==> config.mk <==
export PLATFORM = sky130hd
export DESIGN_NAME = reciprocal_frequency_counter_top
export DESIGN_NICKNAME = d
export VERILOG_FILES = /design/src/rtl/rfc_pkg.sv /design/src/rtl/rfc_serial_arith.sv /design/src/rtl/reciprocal_frequency_counter_top.sv
export SDC_FILE = /design/constraint.sdc
export NUM_CORES = 1
export LEC_CHECK = 0
export ABC_CLOCK_PERIOD_IN_PS = 18900
export BUFFER_PORTS_ARGS = -buffer_cell sky130_fd_sc_hd__buf_2
export CORE_ASPECT_RATIO = 1.5
export CORE_MARGIN = 2
export CORE_UTILIZATION = 25
export CTS_BUF_LIST = sky130_fd_sc_hd__clkbuf_4 sky130_fd_sc_hd__clkbuf_8 sky130_fd_sc_hd__clkbuf_16
export DETAILED_ROUTE_END_ITERATION = 12
export SLEW_MARGIN = 20
export SYNTH_ARGS = -nofsm -noshare
export SYNTH_HDL_FRONTEND = slang
export SYNTH_SLANG_ARGS = --single-unit
export TNS_END_PERCENT = 20
==> constraint.sdc <==
create_clock -name clk -period 18.9 [get_ports clk]
set_clock_uncertainty 0.2 [all_clocks]
set_input_delay 1.89 -clock clk [delete_from_list [all_inputs] [get_ports clk]]
set_output_delay 1.89 -clock clk [all_outputs]
set_load 0.01 [all_outputs]
==> src/rtl/rfc_pkg.sv <==
// Shared types, constants and the power-of-ten selection for the reciprocal
// frequency counter. No dependencies; imported by every other rtl file.
`timescale 1ns / 1ps
`default_nettype none

package rfc_pkg;

    // Reference timebase in Hz and the dividend of the interval frequency view
    localparam logic [31:0] REF_CLOCK_HZ  = 32'd4194304;
    localparam logic [31:0] FREQ_DIVIDEND = 32'(64'(REF_CLOCK_HZ) * 64'd1000);

    localparam logic [31:0] OVERFLOW_STEP   = 32'h0001_0000;
    localparam logic [15:0] GATE_TICKS_RST  = 16'd256;
    localparam logic [7:0]  POINT_MASK_FREQ = 8'd8;
    localparam logic [7:0]  POINT_MASK_NONE = 8'd0;
    localparam logic [31:0] ALL_ONES        = 32'hFFFF_FFFF;

    // Largest count that keeps count * 10^(i+1) inside 32 bits
    localparam logic [31:0] MUL_LIMIT [0:8] = '{
        32'd429496729, 32'd42949672, 32'd4294967, 32'd429496, 32'd42949,
        32'd4294, 32'd429, 32'd42, 32'd4
    };
    localparam logic [31:0] POW_TEN [0:9] = '{
        32'd1, 32'd10, 32'd100, 32'd1000, 32'd10000, 32'd100000,
        32'd1000000, 32'd10000000, 32'd100000000, 32'd1000000000
    };

    // Input word kinds
    typedef enum logic [1:0] {
        KIND_OVERFLOW = 2'd0,
        KIND_TICK     = 2'd1,
        KIND_EDGE     = 2'd2
    } kind_t;

    // Configuration register indexes
    typedef enum logic [1:0] {
        CFG_INTERVAL_MODE = 2'd0,
        CFG_SHOW_TIME     = 2'd1,
        CFG_GATE_TICKS    = 2'd2
    } cfg_index_t;

    // Sequencer states
    typedef enum logic [1:0] {
        S_IDLE,
        S_MUL,
        S_DIV,
        S_OUT
    } state_t;

    // Serial arithmetic unit interface
    typedef enum logic {
        ARITH_MUL,
        ARITH_DIV
    } arith_op_t;

    typedef struct packed {
        logic      start;
        arith_op_t op;
    } arith_cmd_t;

    typedef struct packed {
        logic busy;
        logic done;
    } arith_sts_t;

    // First table entry whose limit does not exceed the count; 10^9 if none
    function automatic logic [31:0] pow_select(input logic [31:0] m);
        logic [31:0] p;
        p = POW_TEN[9];
        for (int i = 8; i >= 0; i--)
        begin
            if (MUL_LIMIT[i] <= m)
            begin
                p = POW_TEN[i];
            end
        end
        return p;
    endfunction

endpackage

`default_nettype wire

==> src/rtl/rfc_serial_arith.sv <==
// Bit-serial 32-bit multiplier (modulo 2^32) and restoring divider sharing one
// datapath. Depends on rfc_pkg.
`timescale 1ns / 1ps
`default_nettype none

module rfc_serial_arith (
    input  wire logic               clk,
    input  wire logic               rst_n,
    input  wire rfc_pkg::arith_cmd_t cmd,
    input  wire logic [31:0]        a,
    input  wire logic [31:0]        b,
    output rfc_pkg::arith_sts_t     sts,
    output logic [31:0]             result
);
    import rfc_pkg::*;

    // hi: product accumulator / partial remainder
    // lo: multiplier / dividend shifting into quotient
    // b : multiplicand / divisor
    logic [31:0] hi_reg, hi_next;
    logic [31:0] lo_reg, lo_next;
    logic [31:0] b_reg, b_next;
    arith_op_t   op_reg, op_next;
    logic [4:0]  cnt_reg, cnt_next;
    logic        busy_reg, busy_next;
    logic        done_reg, done_next;

    logic [32:0] shifted;
    logic [32:0] diff;

    // One multiplier bit or one quotient bit per cycle
    always_comb
    begin
        hi_next   = hi_reg;
        lo_next   = lo_reg;
        b_next    = b_reg;
        op_next   = op_reg;
        cnt_next  = cnt_reg;
        busy_next = busy_reg;
        done_next = 1'b0;
        shifted   = {hi_reg, lo_reg[31]};
        diff      = shifted - {1'b0, b_reg};

        if (cmd.start)
        begin
            op_next   = cmd.op;
            busy_next = 1'b1;
            cnt_next  = 5'd0;
            hi_next   = 32'd0;
            unique case (cmd.op)
                ARITH_MUL:
                begin
                    b_next  = a;
                    lo_next = b;
                end
                ARITH_DIV:
                begin
                    lo_next = a;
                    b_next  = b;
                end
            endcase
        end
        else if (busy_reg)
        begin
            unique case (op_reg)
                ARITH_MUL:
                begin
                    if (lo_reg[0])
                    begin
                        hi_next = hi_reg + b_reg;
                    end
                    b_next  = {b_reg[30:0], 1'b0};
                    lo_next = {1'b0, lo_reg[31:1]};
                end
                ARITH_DIV:
                begin
                    if (!diff[32])
                    begin
                        hi_next = diff[31:0];
                        lo_next = {lo_reg[30:0], 1'b1};
                    end
                    else
                    begin
                        hi_next = shifted[31:0];
                        lo_next = {lo_reg[30:0], 1'b0};
                    end
                end
            endcase
            cnt_next = cnt_reg + 5'd1;
            if (cnt_reg == 5'd31)
            begin
                busy_next = 1'b0;
                done_next = 1'b1;
            end
        end
    end

    // Control state
    always_ff @(posedge clk or negedge rst_n)
    begin
        if (!rst_n)
        begin
            cnt_reg  <= 5'd0;
            busy_reg <= 1'b0;
            done_reg <= 1'b0;
        end
        else
        begin
            cnt_reg  <= cnt_next;
            busy_reg <= busy_next;
            done_reg <= done_next;
        end
    end

    // Datapath
    always_ff @(posedge clk)
    begin
        hi_reg <= hi_next;
        lo_reg <= lo_next;
        b_reg  <= b_next;
        op_reg <= op_next;
    end

    assign sts.busy = busy_reg;
    assign sts.done = done_reg;
    assign result   = (op_reg == ARITH_MUL) ? hi_reg : lo_reg;

    // Checks
    a_no_restart: assert property (@(posedge clk) disable iff (!rst_n)
        cmd.start |-> !busy_reg)
        else $error("arith start while busy");

    a_done_idle: assert property (@(posedge clk) disable iff (!rst_n)
        done_reg |-> !busy_reg)
        else $error("arith done while still busy");

    a_busy_from_start: assert property (@(posedge clk) disable iff (!rst_n)
        $rose(busy_reg) |-> $past(cmd.start))
        else $error("arith busy without start");

endmodule

`default_nettype wire

==> src/rtl/reciprocal_frequency_counter_top.sv <==
// Top level of the reciprocal frequency counter: event handling, gate timing,
// result sequencing and output register. Depends on rfc_pkg, rfc_serial_arith.
`timescale 1ns / 1ps
`default_nettype none

// Reciprocal frequency counter core. Input words report timer overflows, gate
// ticks and input edge captures; a closing gate tick yields one result word in
// frequency mode, or in interval mode if a measurement is ready. Other words
// are taken at one per cycle while the sequencer is idle. A result word stalls
// the input until the sequencer is idle again: frequency mode, or a zero
// count in the interval frequency view, goes straight to output; that view
// otherwise runs one 32-step serial division, the time view a 32-step serial
// multiply then the division, both on the single serial unit rfc_serial_arith.
// The output register holds a finished word while further words are taken.
module reciprocal_frequency_counter_top (
    input  wire logic        clk,
    input  wire logic        rst_n,
    // configuration
    input  wire logic        cfg_write,
    input  wire logic [1:0]  cfg_index,
    input  wire logic [15:0] cfg_data,
    // input channel
    input  wire logic        in_valid,
    output logic             in_stall,
    input  wire logic [1:0]  kind,
    input  wire logic [15:0] capture_value,
    // output channel
    output logic             out_valid,
    input  wire logic        out_stall,
    output logic [31:0]      value,
    output logic [7:0]       point_mask,
    output logic             divide_fault
);
    import rfc_pkg::*;

    // Configuration
    logic        interval_mode_reg, interval_mode_next;
    logic        show_time_reg, show_time_next;
    logic [15:0] gate_ticks_reg, gate_ticks_next;

    // Measurement state
    logic [31:0] running_count_reg, running_count_next;
    logic [15:0] last_capture_reg, last_capture_next;
    logic [31:0] measurement_reg, measurement_next;
    logic        meas_ready_reg, meas_ready_next;
    logic [15:0] tick_count_reg, tick_count_next;

    // Sequencer and result
    state_t      state_reg, state_next;
    logic [31:0] pend_val_reg;
    logic [7:0]  pend_mask_reg;
    logic        pend_fault_reg;
    logic        out_valid_reg, out_valid_next;
    logic [31:0] value_reg;
    logic [7:0]  point_mask_reg;
    logic        divide_fault_reg;

    logic        in_accept;
    logic        emit;
    logic [31:0] emit_meas;
    logic [15:0] tick_limit;
    logic [31:0] close_value;
    logic        out_load;

    arith_cmd_t  arith_cmd;
    arith_sts_t  arith_sts;
    logic [31:0] arith_a;
    logic [31:0] arith_b;
    logic [31:0] arith_result;

    assign in_accept = in_valid && !in_stall;

    // Event handling and configuration writes
    always_comb
    begin
        interval_mode_next = interval_mode_reg;
        show_time_next     = show_time_reg;
        gate_ticks_next    = gate_ticks_reg;
        running_count_next = running_count_reg;
        last_capture_next  = last_capture_reg;
        measurement_next   = measurement_reg;
        meas_ready_next    = meas_ready_reg;
        tick_count_next    = tick_count_reg;
        emit               = 1'b0;
        emit_meas          = measurement_reg;
        tick_limit         = gate_ticks_reg - 16'd1;
        close_value        = running_count_reg + {16'd0, capture_value}
                             - {16'd0, last_capture_reg};

        if (in_accept)
        begin
            case (kind)
                KIND_OVERFLOW:
                begin
                    running_count_next = running_count_reg + OVERFLOW_STEP;
                end
                KIND_EDGE:
                begin
                    if (interval_mode_reg)
                    begin
                        measurement_next   = close_value;
                        running_count_next = 32'd0;
                        last_capture_next  = capture_value;
                        meas_ready_next    = 1'b1;
                    end
                end
                KIND_TICK:
                begin
                    if (tick_count_reg < tick_limit)
                    begin
                        tick_count_next = tick_count_reg + 16'd1;
                    end
                    else
                    begin
                        tick_count_next = 16'd0;
                        if (!interval_mode_reg)
                        begin
                            measurement_next   = close_value;
                            running_count_next = 32'd0;
                            last_capture_next  = capture_value;
                            emit               = 1'b1;
                            emit_meas          = close_value;
                        end
                        else
                        begin
                            emit = meas_ready_reg;
                        end
                        meas_ready_next = !interval_mode_reg && !emit;
                    end
                end
                default:
                begin
                end
            endcase
        end

        if (cfg_write)
        begin
            case (cfg_index)
                CFG_INTERVAL_MODE:
                begin
                    interval_mode_next = cfg_data[0];
                    running_count_next = 32'd0;
                    last_capture_next  = 16'd0;
                    measurement_next   = 32'd0;
                    meas_ready_next    = 1'b0;
                end
                CFG_SHOW_TIME:
                begin
                    show_time_next     = cfg_data[0];
                    running_count_next = 32'd0;
                    last_capture_next  = 16'd0;
                    measurement_next   = 32'd0;
                    meas_ready_next    = 1'b0;
                end
                CFG_GATE_TICKS:
                begin
                    gate_ticks_next = cfg_data;
                end
                default:
                begin
                end
            endcase
        end
    end

    // Next state
    always_comb
    begin
        state_next = state_reg;
        unique case (state_reg)
            S_IDLE:
            begin
                if (emit)
                begin
                    priority if (!interval_mode_reg)
                        state_next = S_OUT;
                    else if (show_time_reg)
                        state_next = S_MUL;
                    else if (emit_meas == 32'd0)
                        state_next = S_OUT;
                    else
                        state_next = S_DIV;
                end
            end
            S_MUL:
            begin
                if (arith_sts.done)
                begin
                    state_next = S_DIV;
                end
            end
            S_DIV:
            begin
                if (arith_sts.done)
                begin
                    state_next = S_OUT;
                end
            end
            S_OUT:
            begin
                if (!out_valid_reg || !out_stall)
                begin
                    state_next = S_IDLE;
                end
            end
        endcase
    end

    // Sequencer outputs: stall, arithmetic commands, output load
    always_comb
    begin
        in_stall        = 1'b1;
        arith_cmd.start = 1'b0;
        arith_cmd.op    = ARITH_DIV;
        arith_a         = FREQ_DIVIDEND;
        arith_b         = emit_meas;
        out_load        = 1'b0;
        unique case (state_reg)
            S_IDLE:
            begin
                in_stall = 1'b0;
                if (emit && interval_mode_reg)
                begin
                    if (show_time_reg)
                    begin
                        arith_cmd.start = 1'b1;
                        arith_cmd.op    = ARITH_MUL;
                        arith_a         = emit_meas;
                        arith_b         = pow_select(emit_meas);
                    end
                    else if (emit_meas != 32'd0)
                    begin
                        arith_cmd.start = 1'b1;
                    end
                end
            end
            S_MUL:
            begin
                if (arith_sts.done)
                begin
                    arith_cmd.start = 1'b1;
                    arith_a         = arith_result;
                    arith_b         = REF_CLOCK_HZ;
                end
            end
            S_DIV:
            begin
            end
            S_OUT:
            begin
                out_load = !out_valid_reg || !out_stall;
            end
        endcase
    end

    assign out_valid_next = out_load || (out_valid_reg && out_stall);

    rfc_serial_arith u_arith (
        .clk    (clk),
        .rst_n  (rst_n),
        .cmd    (arith_cmd),
        .a      (arith_a),
        .b      (arith_b),
        .sts    (arith_sts),
        .result (arith_result)
    );

    // Control and measurement state
    always_ff @(posedge clk or negedge rst_n)
    begin
        if (!rst_n)
        begin
            interval_mode_reg <= 1'b0;
            show_time_reg     <= 1'b0;
            gate_ticks_reg    <= GATE_TICKS_RST;
            running_count_reg <= 32'd0;
            last_capture_reg  <= 16'd0;
            measurement_reg   <= 32'd0;
            meas_ready_reg    <= 1'b0;
            tick_count_reg    <= 16'd0;
            state_reg         <= S_IDLE;
            out_valid_reg     <= 1'b0;
        end
        else
        begin
            interval_mode_reg <= interval_mode_next;
            show_time_reg     <= show_time_next;
            gate_ticks_reg    <= gate_ticks_next;
            running_count_reg <= running_count_next;
            last_capture_reg  <= last_capture_next;
            measurement_reg   <= measurement_next;
            meas_ready_reg    <= meas_ready_next;
            tick_count_reg    <= tick_count_next;
            state_reg         <= state_next;
            out_valid_reg     <= out_valid_next;
        end
    end

    // Pending result and output word
    always_ff @(posedge clk)
    begin
        if (state_reg == S_IDLE && emit)
        begin
            pend_val_reg   <= interval_mode_reg ? ALL_ONES : emit_meas;
            pend_mask_reg  <= (interval_mode_reg && !show_time_reg) ?
                              POINT_MASK_FREQ : POINT_MASK_NONE;
            pend_fault_reg <= interval_mode_reg && !show_time_reg
                              && (emit_meas == 32'd0);
        end
        else if (state_reg == S_DIV && arith_sts.done)
        begin
            pend_val_reg <= arith_result;
        end
        if (out_load)
        begin
            value_reg        <= pend_val_reg;
            point_mask_reg   <= pend_mask_reg;
            divide_fault_reg <= pend_fault_reg;
        end
    end

    assign out_valid    = out_valid_reg;
    assign value        = value_reg;
    assign point_mask   = point_mask_reg;
    assign divide_fault = divide_fault_reg;

    // Checks
    a_arith_active: assert property (@(posedge clk) disable iff (!rst_n)
        (state_reg == S_MUL || state_reg == S_DIV)
            |-> (arith_sts.busy || arith_sts.done))
        else $error("waiting on arithmetic unit that is not running");

    a_fault_word: assert property (@(posedge clk) disable iff (!rst_n)
        (out_valid_reg && divide_fault_reg)
            |-> (value_reg == ALL_ONES && point_mask_reg == POINT_MASK_FREQ))
        else $error("fault word with wrong value or mask");

    a_emit_leaves_idle: assert property (@(posedge clk) disable iff (!rst_n)
        (in_accept && emit) |=> (state_reg != S_IDLE))
        else $error("result word dropped");

    a_out_filled: assert property (@(posedge clk) disable iff (!rst_n)
        (state_reg == S_OUT && !out_valid_reg) |=> out_valid_reg)
        else $error("output register not loaded");

endmodule

`default_nettype wire
Word-level counts from Yosys, hierarchy flattened:

Cells that the tools add are included.

* add/sub/neg operators: 8
* order comparisons: 10
* equality and inequality tests: 14
* muxes and demuxes: 96
* bitwise logic cells: 2
* reduce and logical (&&, ||, !) cells: 30

Operator list (count)
* $mux W32: 39
* $pmux W32 S2: 7
* $mux W16: 7
* $pmux W32 S3: 1
* $sub A33 B32 Y33: 1
* $add A32 B16 Y32: 1
* $add A32 B17 Y32 const B: 1
* $add A32 B32 Y32: 1
* $le A13 B32 Y1 const A: 1
* $le A16 B32 Y1 const A: 1
* $le A19 B32 Y1 const A: 1
* $le A23 B32 Y1 const A: 1
* $le A26 B32 Y1 const A: 1
* $le A29 B32 Y1 const A: 1
* $le A3 B32 Y1 const A: 1
* $le A6 B32 Y1 const A: 1
* $le A9 B32 Y1 const A: 1
* $logic_not A32 Y1: 1
* $pmux W16 S2: 1
* $reduce_bool A32 Y1: 1
* $sub A32 B16 Y32: 1
* $mux W30: 1
* $mux W1: 27
* $add A16 B1 Y16 const B: 1
* other kinds (22): 60

* flip-flop bits (word level): 304
* input port bits: 41
* word-level logic and storage cells: 183

Depth between registers and ports, before layout:

Gate-level depths: netlist of run 1.

* word-level depth: 21
* depth in mapped cells: 25

Cells and area by module:

A second synthesis of run 1 with hierarchy kept.

* cells, all modules: 2869
* area, all modules: 23899.2 µm²

By module, submodules not included
* reciprocal_frequency_counter_top: instances 1, cells each 1731, area an instance 14276.2 µm², seq. area each 4996.0 µm²
* rfc_serial_arith: instances 1, cells each 1138, area an instance 9623.0 µm², seq. area each 2767.7 µm²

Worst setup path before layout of run 1:

No wires, ideal clock.

* path type: input to register
* start: in capture_value[5]
* end: reg u_arith.b_reg[0], enable pin
* setup time: 0.658 ns
* arrival: 6.815 ns
* data required time: 18.042 ns
* path slack: 11.228 ns
* cell stages on the path: 17
* cell sequence: inv_1 fa_1 inv_1 ha_1 or4_1 o21ai_2 a2111oi_2 a21boi_1 mux2_2 a211oi_1 o21a_1 nand3_1 nor4bb_1 o21a_2 buf_4 buf_2 o21ai_0

* word-level cells in the longest chain between the ends: 13
* elaborated cells between the ends (all ways): 14
* classes of those cells: add/sub (2); eq/ne (1); mux (8); reduce/logical (3)

RTL lines
* start: declaration: line reciprocal_frequency_counter_top.sv:26 `input wire logic [15:0] capture_value,`
* $add A32 B16 Y32 (*): line reciprocal_frequency_counter_top.sv:87 `close_value = running_count_reg + {16'd0, capture_value}`
* $sub A32 B16 Y32 (*): line reciprocal_frequency_counter_top.sv:88 `- {16'd0, last_capture_reg};`
* $mux W32 (*): line reciprocal_frequency_counter_top.sv:116 `if (!interval_mode_reg)`
* $mux W32 (*): line reciprocal_frequency_counter_top.sv:109 `if (tick_count_reg < tick_limit)`
* $mux W32 (*): line reciprocal_frequency_counter_top.sv:92 `case (kind)`
* $mux W32 (*): line reciprocal_frequency_counter_top.sv:90 `if (in_accept)`
* $reduce_bool A32 Y1 (*): line reciprocal_frequency_counter_top.sv:232 `else if (emit_meas != 32'd0)`
* $mux W1 (*): line reciprocal_frequency_counter_top.sv:232
* $mux W1 (*): line reciprocal_frequency_counter_top.sv:225 `if (show_time_reg)`
* $mux W2 (*): line reciprocal_frequency_counter_top.sv:223 `if (emit && interval_mode_reg)`
* $pmux W1 S2 (*): line reciprocal_frequency_counter_top.sv:219 `unique case (state_reg)`
* $ne A2 B2 Y1 (no line) / $reduce_bool A2 Y1 (equally long branches)
* $reduce_and A2 Y1 (no line) (*)
* end signal: assignment: line rfc_serial_arith.sv:120 `b_reg <= b_next;`
* end: declaration: line rfc_serial_arith.sv:22 `logic [31:0] b_reg, b_next;`

Every way passes the cells marked *; elsewhere a longest branch is shown, timed or not.
A chain may end at the register's enable or synchronous reset.

Final worst setup path of run 1:

* start: in capture_value[4]
* end: reg u_arith.lo_reg[15], data pin

* word-level cells in the longest chain between the ends: 20
* elaborated cells between the ends (all ways): 36
* classes of those cells: add/sub (2); order compare (8); mux (25); reduce/logical (1)

RTL lines
* $add A32 B16 Y32 (*): line reciprocal_frequency_counter_top.sv:87
* $sub A32 B16 Y32 (*): line reciprocal_frequency_counter_top.sv:88
* $mux W32 (*): line reciprocal_frequency_counter_top.sv:116
* $mux W32 (*): line reciprocal_frequency_counter_top.sv:109
* $mux W32 (*): line reciprocal_frequency_counter_top.sv:92
* $mux W32 (*): line reciprocal_frequency_counter_top.sv:90
* $le A6 B32 Y1: line rfc_pkg.sv:72 `if (MUL_LIMIT[i] <= m)`
* $mux W32 (8 in a row): line rfc_pkg.sv:72
* $mux W32: line reciprocal_frequency_counter_top.sv:225
* $mux W32: line reciprocal_frequency_counter_top.sv:223
* $pmux W32 S2: line reciprocal_frequency_counter_top.sv:219
* $pmux W32 S2: line rfc_serial_arith.sv:50 `unique case (cmd.op)`
* $mux W32 (*): line rfc_serial_arith.sv:44 `if (cmd.start)`
* net u_arith.lo_next[15]: line rfc_serial_arith.sv:21 `logic [31:0] lo_reg, lo_next;`
* end signal: assignment: line rfc_serial_arith.sv:119 `lo_reg <= lo_next;`
* end: declaration: line rfc_serial_arith.sv:21

Mark *: on every way through the listed nets, which the timed path passes. The rest lies on a longest branch.

==> flow_summary.json, run 1 <==
{
  "crit_slowest_cell": "a2111oi_2",
  "die_h_um": 377,
  "layout-drive-gt1-share_pct": 9.53,
  "cts_tree": "yes",
  "routed_via_density": 5.30,
  "fmax_mhz": 121,
  "tns_ns": 0,
  "grt_pass1_vias": 20000,
  "synth_area_leaders": "edfxtp_1, dfrtp_1, ha_1",
  "timing.rr.start": "gate_ticks_reg[3]",
  "cts_hold_buf": 0,
  "clk_latency_ns": 0.55,
  "finalMaxSlewViolations": 0,
  "track_usage_pct": 15.5,
  "ys_ff_latch": 290,
  "cts-root-buf": "clkbuf_16",
  "area_growth_syn_to_layout_pct": 11.8,
  "netlist_top_cells_count": "nand2_1, o21ai_0, nor2_1, a21oi_1, inv_1",
  "yosysTopAreaCell": "edfxtp_1",
  "numClockSinks": 290,
  "worst_setup_path_start_kind": "input port",
  "synthArstFlopShare_pct": 43.1,
  "gp_congestion": 0.952,
  "crit_type": "in -> reg",
  "htree_levels": 2,
  "cp-endpoint": "u_arith.lo_reg[15]",
  "slew_headroom_pct": 28.9,
  "ff2ff_setup_slack_ns": 10.71,
  "crit_start": "capture_value[4]",
  "drtPass1Iterations": 5,
  "outcome": "complete, no violations",
  "start_util_pct": 25.2,
  "ys_warn_count": 0,
  "fillers": 9716,
  "synth.distinct_cells": 95,
  "grt-ovfl-total": 0,
  "synth_area_per_cell_um2": 8.43,
  "dieArea_um2": 95100,
  "power.leakage_uw": 0.0109,
  "synth_ff_type": "edfxtp_1",
  "synth_edf_count": 133,
  "post-route-min-period_ns": 8.29,
  "tightest_slew_ns": 1.06,
  "final-hold-violation-count": 0,
  "ir_drop_mv": 0.0763,
  "cp_max_fo": 59,
  "cp.arrival_ns": 8.39,
  "syn_inst": 2747,
  "max-cap-violations": 0,
  "row_count": 136,
  "synth_top_area_share_pct": 17.3,
  "reg2reg_to": "u_arith.b_reg[31]",
  "yosysMostFrequentCell": "nand2_1",
  "postLayoutCoreUtil_pct": 28.2,
  "path_clk_slew_ns": 0.07,
  "chipWidth_um": 252,
  "fp.coreArea_um2": 91700,
  "max_stage_delay_ns": 0.77,
  "design_power_total_uw": 3260,
  "wire_per_inst_um": 19.2,
  "rr_worst_depth": 23,
  "antenna_left": 0,
  "holdPathStages": 0,
  "syn_area_um2": 23100,
  "clock_path_buffers": 3,
  "cts_buffers": 34,
  "dp_hpwl_um": 56800,
  "fin_crit_sh_pct": 43.8,
  "grt_pass1_wl_um": 117000,
  "cts.repair.resized": 0,
  "diodes": 0,
  "cp.required_ns": 19.01,
  "crit_path_end_kind": "flop",
  "drt_iter0_drc": 1472,
  "grt_setup_unrepaired": "no",
  "setup_viol": 0,
  "yosysSeqAreaShare_pct": 33.5,
  "power_density_nw_per_um2": 126,
  "hold_class": "reg -> reg",
  "post-cts-setup-buffers": 0,
  "nets": 2930,
  "drc_errors": 0,
  "io_pins": 84,
  "path_cells": "buf_2 > inv_1 > fa_1 > inv_1 > ha_1 > nand2_1 > o31ai_1 > nand3_1 > o21ai_1 > o221ai_1 > a2111oi_2 > nor4b_4 > o211ai_2 > nor4bb_1 > o21a_2 > buf_4 > inv_2 > buf_4 > nor2_1 > a311o_1",
  "grt_max_degree": 111,
  "num_vias": 20900,
  "io_buffers": 76,
  "wirelength_um": 75700,
  "antenna_found_initial": 2
}
metal layers:
metal | global-route usage (%) | up-vias | wire [um]
li1 | - | 10000 | -
met2 | 27.6 | 635 | 37700
met5 | 0 | - | 13
met1 | 17.2 | 9981 | 29000
met3 | 1.65 | 193 | 3190
met4 | 11.0 | 2 | 5840
power breakdown:
| group | leakage (uW) | total (uW) | internal, uW | switching, uW |
|---|---|---|---|---|
| registers | 0.00317 | 956 | 811 | 145 |
| clock network | 0.000600 | 718 | 423 | 295 |
| logic | 0.00714 | 1590 | 616 | 970 |
| total | 0.0109 | 3260 | 1850 | 1410 |
placed cells by master, fill, tap and decap left out, types with 32 or more instances in the layout:
cell type    n
a21o_1      52
buf_2       75
a21oi_1    223
buf_4       33
dfrtp_1    124
ha_1       135
dfxtp_1     32
mux2i_1     90
and2_1      38
mux2_2      36
nand3_1     59
o21ai_0    235
xnor2_1     56
nor3_1      62
and3_1      35
nand2_1    278
nor2_1     234
edfxtp_1   133
inv_1      155
a22oi_1     69
clkbuf_16   35
xor2_1      45
o211ai_1    33
metrics by stage:
stage / area [um2] / hold WS (ns) / std cells / worst slack (ns)
after global routing: 25900 / 0.223 / 3934 / 10.00
after floorplan: 23200 / 0.200 / 2753 / 11.23
final: 25900 / 0.216 / 3934 / 10.61
after detailed placement: 24700 / 0.205 / 3872 / 10.15
after CTS: 25900 / 0.213 / 3934 / 10.71
after global placement: 24700 / 0.202 / 3872 / 10.30
area by class of cell:
type | count | area [um2] | area share [%]
flip-flops and latches | 290 | 7760 | 30.0
inverters | 159 | 597 | 2.31
clock buffers | 42 | 960 | 3.71
multi-input cells | 2140 | 14200 | 54.8
well taps | 1173 | 1470 | 5.67
repair buffers | 110 | 654 | 2.53
clock inverters | 20 | 251 | 0.972
cells by family after synthesis:
group / share of synthesized area, %
AOI/OAI and AO/OA: 24.8
adders and majority gates: 8.91
buffers and inverters: 5.73
and+or+nand+nor: 17.4
muxes: 5.64
DFF: 33.5
xor gates and xnor gates: 3.97
other: 0.0162
worst max-delay path: cells and delay by family:
family	cells	cell delay (ns)
AO/OA/AOI/OAI	7	3.02
buffers and inverters	6	1.60
adder cells (fa/ha/maj)	2	1.04
AND/OR/NAND/NOR	5	0.76
how the worst min path moves through the flow:
stage,to,from,slack (ns)
2_1_floorplan,divide_fault,pend_fault_reg,0.20
3_3_place_gp,value[31],pend_val_reg[31],0.20
3_5_place_dp,value[18],pend_val_reg[18],0.20
4_1_cts,value[14],pend_val_reg[14],0.21
5_1_grt,value[14],pend_val_reg[14],0.22
6_report,value[14],pend_val_reg[14],0.22
(Power assumes the default switching activity.)
==> run 2, diff against run 1 <==
Settings changed: ABC_CLOCK_PERIOD_IN_PS 18900 to 8600.
Clock period 18.9 ns to 8.6 ns, I/O delays scaled along.
==> flow_summary.json, run 2 (same netlist as run 1, synthesis figures left out) <==
{
  "row_count": 136,
  "hold_class": "in -> async",
  "dieArea_um2": 95100,
  "layout_common_cells": "nand2_1, o21ai_0, nor2_1",
  "layout-drive-gt1-share_pct": 9.52,
  "post-route-min-period_ns": 6.93,
  "max-cap-violations": 0,
  "io_buffers": 76,
  "route.met2.wl_um": 38300,
  "outcome": "complete, no violations",
  "finalMaxSlewViolations": 0,
  "cp.arrival_ns": 7.05,
  "htree_levels": 1,
  "track_usage_pct": 15.5,
  "final_area_um2": 25800,
  "path_clk_slew_ns": 0.07,
  "comb_power_share_pct": 49.1,
  "area_growth_syn_to_layout_pct": 11.6,
  "io_pins": 84,
  "fillers": 9731,
  "power.leakage_uw": 0.0109,
  "cp.required_ns": 8.73,
  "cts.repair.resized": 0,
  "clock_path_buffers": 3,
  "drt_iter0_drc": 1595,
  "p_sw_share_pct": 43.3,
  "ir_drop_mv": 0.189,
  "grt_pass1_vias": 20100,
  "clk_latency_ns": 0.64,
  "final-hold-violation-count": 0,
  "cts_tree": "yes",
  "fin_crit_sh_pct": 80.6,
  "nets": 2934,
  "cts-root-buf": "clkbuf_16",
  "cp_num_cells": 21,
  "crit_type": "reg -> reg",
  "seq_power_share_pct": 29.4,
  "worst_setup_path_start_kind": "flop",
  "fmax_mhz": 144,
  "placed_area_um2": 24700,
  "antenna_left": 0,
  "p_int_uw": 4040,
  "grt_max_degree": 81,
  "max_stage_delay_ns": 0.68,
  "p_switching_uw": 3080,
  "path_cells": "or3_1 > nor3_1 > nand2b_1 > nor3_1 > nand3_1 > nor4_1 > xnor2_1 > ha_1 > nand4_1 > nor2_1 > nand2_1 > o22a_2 > buf_4 > nor4_1 > a31o_2 > o211ai_2 > nor4bb_1 > o21a_2 > buf_4 > o21ai_2 > buf_4",
  "chipWidth_um": 252,
  "dp_hpwl_um": 57400,
  "antenna_found_initial": 4,
  "tns_ns": 0,
  "crit_path_end_kind": "flop",
  "post-cts-setup-buffers": 0,
  "cp_max_fo": 58,
  "cts_buffers": 30,
  "tightest_slew_ns": 1.16,
  "drc_errors": 0,
  "met3WireLength_um": 3560,
  "drtPass1Iterations": 7,
  "routed_via_density": 5.31,
  "cts_hold_buf": 0,
  "design_power_total_uw": 7130,
  "fp.coreArea_um2": 91700,
  "rr_worst_depth": 21,
  "diodes": 0,
  "num_vias": 20900,
  "die_h_um": 377,
  "gp_congestion": 0.968,
  "setup_viol": 0,
  "crit_path_frequent_cell": "buf_4",
  "grt-ovfl-total": 0,
  "crit_family": "simple AND/OR/NAND/NOR gates",
  "wirelength_um": 76100,
  "clockPowerShare_pct": 21.4,
  "slew_headroom_pct": 21.9,
  "drt-met1-wl_um": 29000,
  "grt_pass1_wl_um": 116000,
  "top_layer": "met4",
  "numClockSinks": 290,
  "grt_setup_unrepaired": "no",
  "wire_per_inst_um": 19.3,
  "start_util_pct": 25.2,
  "final_common_cell": "nand2_1",
  "crit_buf_inv": 3,
  "crit_slowest_cell": "nor4_1",
  "power_density_nw_per_um2": 276
}
## run 2: cell types whose count changed in the layout (fill, tap and decap cells not counted), sizes merged
| cell | change |
|---|---|
| buf | +8 |
| bufinv | +4 |
| clkbuf | -7 |
| clkinv | +3 |
| clkinvlp | -1 |
| inv | -5 |
## run 2: metrics by stage
step / utilization (%) / setup WS (ns) / hold WS, ns / instances
after floorplan: - / 1.96 / 0.200 / 2753
after global routing: 28.2 / 1.10 / 0.0475 / 3936
after detailed placement: 26.9 / 1.63 / 0.205 / 3880
after CTS: 28.2 / 1.67 / 0.0396 / 3936
after global placement: 26.9 / 1.66 / 0.205 / 3880
final: 28.2 / 1.67 / 0.0114 / 3936
## run 2: final cells by class
class	count	area, um2	share of cell area [%]
multi-input combinational	2140	14200	54.8
clock buffer	35	795	3.07
clock inverter	21	334	1.29
sequential	290	7760	30.0
inverter	159	597	2.31
tap	1173	1470	5.68
timing repair buffer	118	714	2.76
## run 2: final timing paths
check                             startpoint               endpoint  slack (ns)
setup / recovery           gate_ticks_reg[3]      u_arith.b_reg[18]        1.67
setup reg to reg           gate_ticks_reg[3]      u_arith.b_reg[18]        1.67
hold reg to reg             pend_val_reg[13]              value[13]        0.21
hold / removal                         rst_n      tick_count_reg[5]        0.01
min in group clk            pend_val_reg[13]              value[13]        0.21
max in group asynchronous              rst_n  running_count_reg[21]        6.90
## run 2: power by group through the flow
stage	Combinational [uW]	Clock, uW	Sequential, uW
2_1_floorplan	2480	0	1990
3_3_place_gp	3410	0	2120
3_5_place_dp	3440	0	2120
4_1_cts	3460	1550	2090
5_1_grt	3820	1600	2130
6_report	3500	1530	2100
## run 2: metal layers
layer,vias up,track usage [%]
li1,10000,-
met1,9986,17.0
met2,675,27.7
met3,212,1.91
met4,0,10.3
met5,-,0
==> run 3, diff against run 2 <==
Settings changed: ABC_CLOCK_PERIOD_IN_PS 8600 to 6400.
Clock period 8.6 ns to 6.4 ns, I/O delays scaled along.
==> flow_summary.json, run 3 (same netlist as run 1, synthesis figures left out) <==
{
  "cp.required_ns": 6.54,
  "layout_common_cells": "nand2_1, o21ai_0, nor2_1",
  "layout-drive-gt1-share_pct": 11.5,
  "io_pins": 84,
  "area_growth_syn_to_layout_pct": 13.7,
  "preCtsSetupSlack_ns": 0.102,
  "nets": 2986,
  "setup_slack_ns": 0.492,
  "multiInputGateArea_um2": 14200,
  "final_common_cell": "nand2_1",
  "power.leakage_uw": 0.0111,
  "setup_viol": 0,
  "cts_tree": "yes",
  "antenna_left": 0,
  "wire_per_inst_um": 19.3,
  "post-place-cells": 3930,
  "finalMaxSlewViolations": 0,
  "ir_drop_mv": 0.225,
  "grt_pass1_vias": 20500,
  "cts_buffers": 31,
  "wirelength_um": 77100,
  "crit_type": "reg -> reg",
  "slew_headroom_pct": 16.4,
  "io_buffers": 76,
  "outcome": "complete, no violations",
  "power_density_nw_per_um2": 368,
  "row_count": 136,
  "path_clk_slew_ns": 0.07,
  "drtPass1Iterations": 6,
  "finalNonFillerCells": 3990,
  "dieArea_um2": 95100,
  "die_h_um": 377,
  "cp.arrival_ns": 6.05,
  "grt_pass1_wl_um": 118000,
  "fmax_mhz": 169,
  "clk_latency_ns": 0.62,
  "grt_setup_unrepaired": "no",
  "max-cap-violations": 0,
  "antenna_found_initial": 4,
  "seq_area_um2": 7760,
  "drt_iter0_drc": 1320,
  "design_power_total_uw": 9670,
  "tns_ns": 0,
  "grt_max_degree": 77,
  "drc_errors": 0,
  "htree_levels": 1,
  "hold_class": "in -> reg",
  "tightest_slew_ns": 1.25,
  "chipWidth_um": 252,
  "start_util_pct": 25.2,
  "crit_path_end_kind": "flop",
  "num_vias": 21100,
  "numClockSinks": 290,
  "final-hold-violation-count": 0,
  "grt-ovfl-total": 0,
  "dp_hpwl_um": 58500,
  "track_usage_pct": 15.7,
  "cts-root-buf": "clkbuf_16",
  "fp.coreArea_um2": 91700,
  "gp_congestion": 0.978,
  "cp_max_fo": 23,
  "routed_via_density": 5.28,
  "post-route-min-period_ns": 5.91,
  "worst_setup_path_start_kind": "flop",
  "fillers": 9720,
  "clock_path_buffers": 3,
  "fin_crit_sh_pct": 92.3
}
[run 3: through the flow]
step	hold slack (ns)	utilization, %	area (um2)
6_report	0.0623	28.7	26300
5_1_grt	0.0340	28.7	26300
4_1_cts	0.0288	28.6	26200
3_5_place_dp	0.206	27.4	25100
3_3_place_gp	0.205	27.4	25100
2_1_floorplan	0.144	-	23200
[run 3: repair_timing]
item	CTS	global route
hold endpoints to repair	74	0
gates resized for setup	0	13
hold buffers	1	0
setup buffers	0	0
endpoints found under the setup margin	0	154
[run 3: worst paths after layout]
path                                         from              endpoint  slack (ns)  cells after the start
worst max-delay path            gate_ticks_reg[3]     u_arith.lo_reg[3]        0.49                     22
worst min-delay path                 cfg_data[14]    gate_ticks_reg[14]        0.06                      2
worst max register to register  gate_ticks_reg[3]     u_arith.lo_reg[3]        0.49                     22
worst min register to register   pend_val_reg[27]             value[27]        0.22                      0
max in group asynchronous                   rst_n  running_count_reg[2]        4.32                      3
min in group asynchronous                   rst_n     tick_count_reg[5]        0.46                      2
[run 3: metal layers]
| layer | up-vias | global-route usage (%) | share of wire, % |
|---|---|---|---|
| li1 | 10100 | - | - |
| met1 | 10100 | 17.5 | 39 |
| met2 | 652 | 28.1 | 50 |
| met3 | 202 | 1.41 | 4.2 |
| met4 | 0 | 10.5 | 7.0 |
| met5 | - | 0 | 0 |
[run 3: cell type report]
type,instances,share of cell area [%]
repair buffers,169,4.35
well taps,1173,5.58
inverters,159,2.27
clock inverters,24,1.09
diodes,1,0.00951
flip-flops and latches,290,29.5
clock buffers,34,3.15
multi-input cells,2140,54.0
[run 3: critical path, cell delays in order (launching register included)]
cell and delay (ns):
dfrtp_1 0.41, or3_1 0.42, nor3_1 0.21, nand2b_1 0.14, nor3_2 0.16, nand3_1 0.16
nor3_1 0.24, xnor2_1 0.15, ha_1 0.27, nand4_1 0.15, inv_1 0.06, a221oi_1 0.24
buf_4 0.21, o22a_4 0.35, buf_4 0.29, o21a_1 0.16, buf_4 0.16, nand3_1 0.13
or3_1 0.39, a311oi_1 0.39, o31ai_2 0.18, a221oi_1 0.36, o21ai_0 0.18
[run 3: report_power, final]
group | switching [uW] | internal (uW) | total, uW
Clock | 854 | 1150 | 2000
Combinational | 2910 | 1940 | 4860
Sequential | 423 | 2390 | 2810
